--- src/design/ofm_pkg.sv ---
`default_nettype none

package ofm_pkg;

    // Bit positions of the six fault flags.
    localparam int FLAG_OVP = 0;
    localparam int FLAG_OVW = 1;
    localparam int FLAG_UVP = 2;
    localparam int FLAG_UVW = 3;
    localparam int FLAG_OCP = 4;
    localparam int FLAG_OCW = 5;
    localparam int NUM_FLAGS = 6;

    // Pin debounce: the pin must be seen high for more than this many ticks.
    localparam logic [1:0] PIN_DELAY = 2'd1;

    // Configuration register indexes.
    typedef enum logic [2:0] {
        REG_OVP_VOLTAGE_LIMIT  = 3'd0,
        REG_OVW_VOLTAGE_LIMIT  = 3'd1,
        REG_UVP_VOLTAGE_LIMIT  = 3'd2,
        REG_OCP_CURRENT_LIMITS = 3'd3,
        REG_OCW_CURRENT_LIMITS = 3'd4,
        REG_VOLTAGE_DELAYS     = 3'd5,
        REG_FAULT_DELAYS       = 3'd6
    } t_reg_index;

    typedef logic [NUM_FLAGS-1:0] t_flags;

    typedef struct packed {
        logic [15:0] ovp_voltage_limit;
        logic [15:0] ovw_voltage_limit;
        logic [15:0] uvp_voltage_limit;
        logic [63:0] ocp_current_limits;
        logic [31:0] ocw_current_limits;
        logic [23:0] voltage_delays;
        logic [47:0] fault_delays;
    } t_cfg;

    typedef struct packed {
        logic        converter_enabled;
        logic        ovp_pin_high;
        logic [15:0] output_voltage;
        logic [15:0] output_current;
        logic        current_limit_active;
        logic        high_line_input;
        logic        ct_overcurrent;
        logic        clear_ov_latch;
        logic        clear_uv_latch;
        logic        clear_oc_latch;
    } t_item;

    typedef struct packed {
        logic [1:0]  pin_count;
        logic [7:0]  ovp_count;
        logic [15:0] ovw_count;
        logic [15:0] uvp_count;
        logic [15:0] ocp_count;
        logic [15:0] ocw_count;
        t_flags      flags;
    } t_state;

endpackage

`default_nettype wire

--- src/design/ofm_step.sv ---
`default_nettype none

// Next-state logic of the monitor for one tick.
module ofm_step
    import ofm_pkg::*;
(
    input  wire t_state i_state,
    input  wire t_cfg   i_cfg,
    input  wire t_item  i_item,
    output t_state      o_state
);

    // 16-bit counter increment that holds at its top value.
    function automatic logic [15:0] sat_inc(input logic [15:0] v);
        sat_inc = (v == 16'hFFFF) ? v : v + 16'd1;
    endfunction

    logic [7:0]  ovp_dly;
    logic [15:0] ovw_dly;
    logic [15:0] uvp_dly;
    logic [15:0] ocp_dly;
    logic [15:0] ocw_dly;
    logic [15:0] ocp_lim;
    logic [15:0] mode_lim;
    logic [15:0] ocw_lim;
    logic        under;
    logic [15:0] ocp_inc;

    assign ovp_dly  = i_cfg.voltage_delays[7:0];
    assign ovw_dly  = i_cfg.voltage_delays[23:8];
    assign uvp_dly  = i_cfg.fault_delays[15:0];
    assign ocp_dly  = i_cfg.fault_delays[31:16];
    assign ocw_dly  = i_cfg.fault_delays[47:32];
    assign ocp_lim  = i_item.high_line_input ? i_cfg.ocp_current_limits[15:0]
                                             : i_cfg.ocp_current_limits[31:16];
    assign mode_lim = i_item.high_line_input ? i_cfg.ocp_current_limits[47:32]
                                             : i_cfg.ocp_current_limits[63:48];
    assign ocw_lim  = i_item.high_line_input ? i_cfg.ocw_current_limits[31:16]
                                             : i_cfg.ocw_current_limits[15:0];
    assign under    = i_item.output_voltage < i_cfg.uvp_voltage_limit;
    assign ocp_inc  = sat_inc(i_state.ocp_count);

    always_comb begin
        t_state n;
        t_flags f;
        n = i_state;
        f = i_state.flags;

        if (i_item.converter_enabled) begin
            // Hardware over-voltage pin debounce.
            if (i_item.ovp_pin_high) begin
                if (i_state.pin_count > PIN_DELAY) begin
                    f[FLAG_OVP] = 1'b1;
                    f[FLAG_OVW] = 1'b1;
                    n.pin_count = '0;
                end else begin
                    n.pin_count = i_state.pin_count + 2'd1;
                end
            end

            // Over-voltage and over-voltage warning.
            if (i_item.output_voltage > i_cfg.ovp_voltage_limit) begin
                if (i_state.ovp_count >= ovp_dly) begin
                    f[FLAG_OVP] = 1'b1;
                    f[FLAG_OVW] = 1'b1;
                end else begin
                    n.ovp_count = i_state.ovp_count + 8'd1;
                end
            end else begin
                if (i_state.ovp_count != '0) begin
                    n.ovp_count = i_state.ovp_count - 8'd1;
                end
                if (i_item.output_voltage > i_cfg.ovw_voltage_limit) begin
                    if (i_state.ovw_count > ovw_dly) begin
                        f[FLAG_OVW] = 1'b1;
                    end else begin
                        n.ovw_count = sat_inc(i_state.ovw_count);
                    end
                end else begin
                    n.ovw_count = '0;
                    f[FLAG_OVW] = 1'b0;
                end
            end

            // Under-voltage, masked while the converter is in current limit.
            if (under && !i_item.current_limit_active) begin
                if (i_state.uvp_count > uvp_dly) begin
                    f[FLAG_UVP] = 1'b1;
                    f[FLAG_UVW] = 1'b1;
                    n.uvp_count = '0;
                end else begin
                    n.uvp_count = sat_inc(i_state.uvp_count);
                end
            end else begin
                n.uvp_count = '0;
                f[FLAG_UVW] = 1'b0;
            end

            // Over-current, including the current-mode trip under low voltage.
            if ((i_item.output_current > ocp_lim) ||
                (under && (i_item.output_current > mode_lim))) begin
                if (ocp_inc > ocp_dly) begin
                    n.ocp_count = '0;
                    f[FLAG_OCP] = 1'b1;
                    f[FLAG_OCW] = 1'b1;
                end else begin
                    n.ocp_count = ocp_inc;
                end
            end else if (i_item.output_current > ocw_lim) begin
                if (i_state.ocp_count != '0) begin
                    n.ocp_count = i_state.ocp_count - 16'd1;
                end
                if (i_state.ocw_count > ocw_dly) begin
                    f[FLAG_OCW] = 1'b1;
                end else begin
                    n.ocw_count = sat_inc(i_state.ocw_count);
                end
            end else begin
                n.ocp_count = '0;
                n.ocw_count = '0;
                f[FLAG_OCW] = 1'b0;
            end

            if (i_item.ct_overcurrent) begin
                f[FLAG_OCP] = 1'b1;
                f[FLAG_OCW] = 1'b1;
            end
        end else begin
            n.pin_count = '0;
            n.ovp_count = '0;
            n.ovw_count = '0;
            n.uvp_count = '0;
            n.ocp_count = '0;
            n.ocw_count = '0;
        end

        // Latch clears act on every tick, enabled or not.
        if (i_item.clear_ov_latch) f[FLAG_OVP] = 1'b0;
        if (i_item.clear_uv_latch) f[FLAG_UVP] = 1'b0;
        if (i_item.clear_oc_latch) f[FLAG_OCP] = 1'b0;

        n.flags = f;
        o_state = n;
    end

endmodule

`default_nettype wire

--- src/design/output_fault_monitor_unit.sv ---
// Output fault monitor.
//
// Each monitor tick arrives as one transfer on the input channel (i_in_valid,
// o_in_stall) carrying the enable, the over-voltage pin, the voltage and
// current samples, the line and limit flags and the three latch clears. For
// every tick the block returns one transfer on the output channel
// (o_out_valid, i_out_stall) with the six fault flags as they stand after it.
// Thresholds and delays are written through the configuration channel
// (i_cfg_valid, o_cfg_ready, i_cfg_index, i_cfg_data); o_cfg_ready is always
// high, and an index past the last register is accepted and ignored.
// The tick is captured in an input register at the edge of its transfer,
// evaluated combinationally against the stored state, and its flags captured
// in the output register at the next edge unless the output register is held
// by a stall. One tick per cycle is sustained while the receiver does not
// stall; the counters update against the stored state as each tick advances.
// While the receiver stalls, the result holds in the output register and one
// more tick can still be taken into the input register; after that o_in_stall
// rises until the output side moves.
// A synchronous reset (i_rst_n low) clears all counters, the monitor flags,
// configuration registers and both valid bits; the output flag register is not reset.

`default_nettype none

module output_fault_monitor_unit
    import ofm_pkg::*;
(
    input  wire logic        i_clk,
    input  wire logic        i_rst_n,

    // Configuration write channel.
    input  wire logic        i_cfg_valid,
    output logic             o_cfg_ready,
    input  wire logic [2:0]  i_cfg_index,
    input  wire logic [63:0] i_cfg_data,

    // Tick input channel.
    input  wire logic        i_in_valid,
    output logic             o_in_stall,
    input  wire logic        i_converter_enabled,
    input  wire logic        i_ovp_pin_high,
    input  wire logic [15:0] i_output_voltage,
    input  wire logic [15:0] i_output_current,
    input  wire logic        i_current_limit_active,
    input  wire logic        i_high_line_input,
    input  wire logic        i_ct_overcurrent,
    input  wire logic        i_clear_ov_latch,
    input  wire logic        i_clear_uv_latch,
    input  wire logic        i_clear_oc_latch,

    // Flag output channel.
    output logic             o_out_valid,
    input  wire logic        i_out_stall,
    output logic             o_ovp_flag,
    output logic             o_ovw_flag,
    output logic             o_uvp_flag,
    output logic             o_uvw_flag,
    output logic             o_ocp_flag,
    output logic             o_ocw_flag
);

    t_cfg   r_cfg;
    t_state r_state;
    t_state n_state;
    t_item  r_item;
    logic   r_in_valid;
    logic   r_out_valid;
    t_flags r_out_flags;

    logic   out_free;
    logic   advance;
    logic   in_take;

    // The output register can load when it is empty or being read this cycle.
    // The held tick then moves forward and the monitor state updates with it,
    // so the next tick in the input register always sees current counters.
    assign out_free = !r_out_valid || !i_out_stall;
    assign advance  = r_in_valid && out_free;
    assign o_in_stall = r_in_valid && !out_free;
    assign in_take  = i_in_valid && !o_in_stall;

    assign o_cfg_ready = 1'b1;

    always_ff @(posedge i_clk) begin
        if (!i_rst_n) begin
            r_cfg <= '0;
        end else if (i_cfg_valid) begin
            unique case (i_cfg_index)
                REG_OVP_VOLTAGE_LIMIT:  r_cfg.ovp_voltage_limit  <= i_cfg_data[15:0];
                REG_OVW_VOLTAGE_LIMIT:  r_cfg.ovw_voltage_limit  <= i_cfg_data[15:0];
                REG_UVP_VOLTAGE_LIMIT:  r_cfg.uvp_voltage_limit  <= i_cfg_data[15:0];
                REG_OCP_CURRENT_LIMITS: r_cfg.ocp_current_limits <= i_cfg_data;
                REG_OCW_CURRENT_LIMITS: r_cfg.ocw_current_limits <= i_cfg_data[31:0];
                REG_VOLTAGE_DELAYS:     r_cfg.voltage_delays     <= i_cfg_data[23:0];
                REG_FAULT_DELAYS:       r_cfg.fault_delays       <= i_cfg_data[47:0];
                default: ;
            endcase
        end
    end

    // Input register.
    always_ff @(posedge i_clk) begin
        if (!i_rst_n) begin
            r_in_valid <= 1'b0;
        end else if (in_take) begin
            r_in_valid <= 1'b1;
        end else if (advance) begin
            r_in_valid <= 1'b0;
        end
    end

    always_ff @(posedge i_clk) begin
        if (in_take) begin
            r_item.converter_enabled    <= i_converter_enabled;
            r_item.ovp_pin_high         <= i_ovp_pin_high;
            r_item.output_voltage       <= i_output_voltage;
            r_item.output_current       <= i_output_current;
            r_item.current_limit_active <= i_current_limit_active;
            r_item.high_line_input      <= i_high_line_input;
            r_item.ct_overcurrent       <= i_ct_overcurrent;
            r_item.clear_ov_latch       <= i_clear_ov_latch;
            r_item.clear_uv_latch       <= i_clear_uv_latch;
            r_item.clear_oc_latch       <= i_clear_oc_latch;
        end
    end

    ofm_step u_step (
        .i_state (r_state),
        .i_cfg   (r_cfg),
        .i_item  (r_item),
        .o_state (n_state)
    );

    // Monitor state: counters and flags.
    always_ff @(posedge i_clk) begin
        if (!i_rst_n) begin
            r_state <= '0;
        end else if (advance) begin
            r_state <= n_state;
        end
    end

    // Output register.
    always_ff @(posedge i_clk) begin
        if (!i_rst_n) begin
            r_out_valid <= 1'b0;
        end else if (advance) begin
            r_out_valid <= 1'b1;
        end else if (!i_out_stall) begin
            r_out_valid <= 1'b0;
        end
    end

    always_ff @(posedge i_clk) begin
        if (advance) begin
            r_out_flags <= n_state.flags;
        end
    end

    assign o_out_valid = r_out_valid;
    assign o_ovp_flag  = r_out_flags[FLAG_OVP];
    assign o_ovw_flag  = r_out_flags[FLAG_OVW];
    assign o_uvp_flag  = r_out_flags[FLAG_UVP];
    assign o_uvw_flag  = r_out_flags[FLAG_UVW];
    assign o_ocp_flag  = r_out_flags[FLAG_OCP];
    assign o_ocw_flag  = r_out_flags[FLAG_OCW];

    // A disabled tick leaves every debounce counter at zero.
    assert property (@(posedge i_clk) disable iff (!i_rst_n)
        (advance && !r_item.converter_enabled) |=>
            (r_state.pin_count == '0 && r_state.ovp_count == '0 &&
             r_state.ovw_count == '0 && r_state.uvp_count == '0 &&
             r_state.ocp_count == '0 && r_state.ocw_count == '0))
        else $error("counters not cleared by a disabled tick");

    // Flags change only when a tick is evaluated.
    assert property (@(posedge i_clk) disable iff (!i_rst_n)
        !advance |=> $stable(r_state.flags))
        else $error("flags changed without a tick");

    // The delivered flags always match the monitor state they came from.
    assert property (@(posedge i_clk) disable iff (!i_rst_n)
        advance |=> (r_out_valid && r_out_flags == r_state.flags))
        else $error("output flags differ from monitor state");

    // The input side stalls only while a tick waits for the output register.
    assert property (@(posedge i_clk) disable iff (!i_rst_n)
        o_in_stall |-> (r_in_valid && r_out_valid && i_out_stall))
        else $error("input stalled without a blocked tick");

endmodule

`default_nettype wire
--- config.mk ---
export PLATFORM = sky130hd
export DESIGN_NAME = output_fault_monitor_unit
export DESIGN_NICKNAME = d
export VERILOG_FILES = /design/src/design/ofm_pkg.sv /design/src/design/ofm_step.sv /design/src/design/output_fault_monitor_unit.sv
export SDC_FILE = /design/constraint.sdc
export NUM_CORES = 1
export LEC_CHECK = 0
export ABC_AREA = 0
export BUFFER_PORTS_ARGS = -buffer_cell sky130_fd_sc_hd__buf_2
export CAP_MARGIN = 20
export CORE_MARGIN = 2
export CORE_UTILIZATION = 50
export DETAILED_ROUTE_END_ITERATION = 10
export PLACE_DENSITY = 0.68
export SKIP_CTS_REPAIR_TIMING = 1
export SYNTH_ARGS = -nofsm -noshare
export SYNTH_HDL_FRONTEND = slang
export SYNTH_SLANG_ARGS = --single-unit
--- constraint.sdc ---
create_clock -name i_clk -period 10.21 [get_ports i_clk]
set_input_delay 1.5315 -clock i_clk [delete_from_list [all_inputs] [get_ports i_clk]]
set_output_delay 1.5315 -clock i_clk [all_outputs]
set_load 0.05 [all_outputs]
==> impl_metrics.csv <==
group,metric,value,unit
cts,htree_levels,2,
final_layout,drive_gt1_frac,0.101,
final_layout,nets,2587,
timing,min_period,4.66,ns
routing,via_count,16100,
power_and_ir_drop,p_seq_frac,0.444,
timing,setup_viol,0,
cts,tritoncts,"yes",
synth,async_flop_share,0,
routing,drt_iter0_drc,1197,
critical_path,cp-end-kind,"flip-flop",
global_route,first_global_vias,15300,
power_and_ir_drop,power.internal,2.41,mW
synth,mappedNetlistArea,18300,um2
power_and_ir_drop,p_per_area,157,nW/um2
global_route,grt_pass1_wl,79000,um
synth,avgSynthCellArea,8.24,um2
power_and_ir_drop,switching_share,0.256,
timing,worst_pin_slew,1.18,ns
critical_path,crit_type,"flip-flop to flip-flop",
timing,final.setup.tns,0,ns
floorplan,pin_count,121,
final_layout,multi_input_area,10100,um2
critical_path,start_kind,"flip-flop",
floorplan,core_region_area,36300,um2
timing,fin_skew,0.0246,ns
timing,relSlewSlack,0.207,
placed_design,gp_congestion,0.882,
critical_path,crit_fanout,14,
floorplan,die-area,38200,um2
cts,clk_latency,0.54,ns
timing,hold_viol,0,
power_and_ir_drop,total_power,3.24,mW
synth,synth-seq-cells,344,
synth,synth_nets,2515,
routing,ant_nets,0,
power_and_ir_drop,cellLeakagePower,7.70,nW
placed_design,place_inst,2720,
synth,synth.area.mux_share,0.0298,
synth,synth_edf_count,46,
floorplan,die_height,195,um
timing,fmax,214,MHz
global_route,grt_use_total,0.256,
power_and_ir_drop,clkPwrFrac,0.446,
synth,postSynthCellCount,2223,
global_route,antenna_found_initial,2,
worst_hold_path,min_from,"r_cfg[183]$_SDFFE_PN0P_",
synth,synth_xor_xnor_area_share,0.0158,
synth,ys_warn_count,0,
critical_path,reg2reg_from,"r_state[22]$_SDFFE_PN0P_",
final_layout,seqCellArea,7350,um2
final_layout,area_growth,12.5,%
critical_path,crit_arrival,5.13,ns
timing,post-route-period-util,0.457,
synth,yosysUniqueCellTypes,86,
timing,drv_slew,0,
critical_path,worstSetupStartpoint,"r_state[22]$_SDFFE_PN0P_",
routing,finalWirelength,49100,um
power_and_ir_drop,vdd_drop_max,0.132,mV
global_route,grt_max_degree,94,
cts,numCtsBuffers,39,
critical_path,required,10.68,ns
placed_design,dp_hpwl,34700,um
routing,route.detailed.drc,0,
final_layout,final_cell_mix,"nand2_1 (520), a21oi_1 (317), dfxtp_1 (298)",
floorplan,die_x,195,um
routing,vias_per_cell,5.75,
global_route,grt_overflow,0,
final_layout,fin_cells,2794,
cts,clk_path_buf_depth,3,
synth,synthAdderAreaFrac,0.123,
power_and_ir_drop,comb_power_share,0.111,
final_layout,n_fill_cell,3307,
timing,rsz0062_at_grt,"no",
cts,cts.sinks,344,
floorplan,num_rows,70,
worst_hold_path,hold_path.class,"flip-flop to flip-flop",
routing,wl_per_cell,17.6,um
synth,synth_top_family_by_area,"simple AND/OR/NAND/NOR gates",
outcome,status,"complete, no violations",
synth,synth-compound-area-share,0.177,
cts,clk_pin_slew_worst_paths,0.06,ns
routing,firstDrtPassIters,5,
floorplan,start_util,0.504,
job,cap_viol_max_count,0,
synth,yosys_most_used_dff,"dfxtp_1",
synth,synth-seq-area-share,0.401,
final_layout,final_common_cell,"nand2_1",
power_and_ir_drop,p_switching,0.829,mW
placed_design,io_buffers,119,
synth,synth_simple_gate_area_frac,0.202,
cts,cts_root_buffer,"clkbuf_16",
## synth_stat cells (all sizes together), types with 5 or more instances
library cell  instances  area share
nand2               520        0.11
a21oi               318       0.087
dfxtp               298        0.33
ha                  179        0.12
inv                 137       0.028
clkbuf               88       0.018
nor2                 66       0.014
o21ai                63       0.017
nand4                55       0.019
mux2i                50       0.027
edfxtp               46       0.075
nand3                44       0.013
a21o                 25       0.010
and3                 19      0.0065
buf                  19      0.0049
nor3                 19      0.0052
or3                  18      0.0064
xnor2                18      0.0086
nor2b                16      0.0055
nor4                 16      0.0055
or4                  16      0.0068
a31oi                15      0.0063
nand2b               15      0.0051
xor2                 15      0.0072
o211ai               14      0.0068
o31ai                14      0.0057
a211oi                9      0.0042
a22oi                 9      0.0037
o21a                  9      0.0037
and2                  7      0.0024
a32o                  6      0.0033
o22ai                 6      0.0024
a22o                  5      0.0024
o41ai                 5      0.0024
## final timing paths
kind | slack, ns | endpoint | cells after the start
setup / recovery | 5.55 | r_state[33]$_SDFFE_PN0P_ | 15
setup reg to reg | 5.55 | r_state[33]$_SDFFE_PN0P_ | 15
hold reg to reg | 0.45 | r_cfg[183]$_SDFFE_PN0P_ | 2
hold / removal | 0.45 | r_cfg[183]$_SDFFE_PN0P_ | 2
## sequential cells by signal, summed over array words and instances, names as in the netlist
name         cells
o_out_valid      1
r_in_valid       1
r_item          40
r_out_flags      6
r_cfg          216
r_state         80
## kinds of logic after synthesis
group           after synthesis
other cells                   1
buf+inv                     246
compound gates              539
xor+xnor                     33
simple gates                826
fa+ha+maj                   180
mux                          54
flops                       344
## worst max-delay path: stages, from the launching register on
cell and delay (ns):
dfxtp_1 0.40, ha_1 0.31, nand4_1 0.12, nor3_1 0.05, nand4_1 0.27, nand4_1 0.37, nor4_1 0.53, xor2_1 0.23
ha_1 0.27, a21o_1 0.16, a221o_1 0.33, a21oi_1 0.16, a21oi_1 0.13, nor2_1 0.82, a221o_1 0.30, a32o_1 0.16
## per-stage QoR
stage / setup WS, ns / util / instance area, um2 / hold WS, ns
4_1_cts: 5.68 / 0.566 / 20600 / 0.454
3_3_place_gp: 5.73 / 0.529 / 19200 / 0.440
5_1_grt: 5.13 / 0.567 / 20600 / 0.469
3_5_place_dp: 5.72 / 0.530 / 19200 / 0.446
2_1_floorplan: 6.01 / - / 18300 / 0.433
6_report: 5.55 / 0.567 / 20600 / 0.453
## cell type report
type / instances / share of cell area
inverter: 139 / 0.0256
tap: 468 / 0.0284
antenna: 2 / 0.000243
clock inverter: 9 / 0.00595
clock buffer: 61 / 0.0592
sequential: 344 / 0.357
multi-input combinational: 1633 / 0.488
timing repair buffer: 138 / 0.0361
## routing by layer
layer | GRT usage | wire, um | vias up
met5 | 0 | 0 | -
met2 | 0.415 | 22300 | 427
met3 | 0.0325 | 2720 | 77
met4 | 0.0820 | 1240 | 0
li1 | - | - | 7931
met1 | 0.356 | 22800 | 7618
## power groups by stage
stage / sequential [mW] / combinational [mW] / clock [mW]
2_1_floorplan: 1.46 / 0.238 / 0
3_3_place_gp: 1.46 / 0.344 / 0
3_5_place_dp: 1.46 / 0.353 / 0
4_1_cts: 1.43 / 0.355 / 1.47
5_1_grt: 1.44 / 0.397 / 1.52
6_report: 1.44 / 0.359 / 1.44
Power figures use the tool's default switching activity.
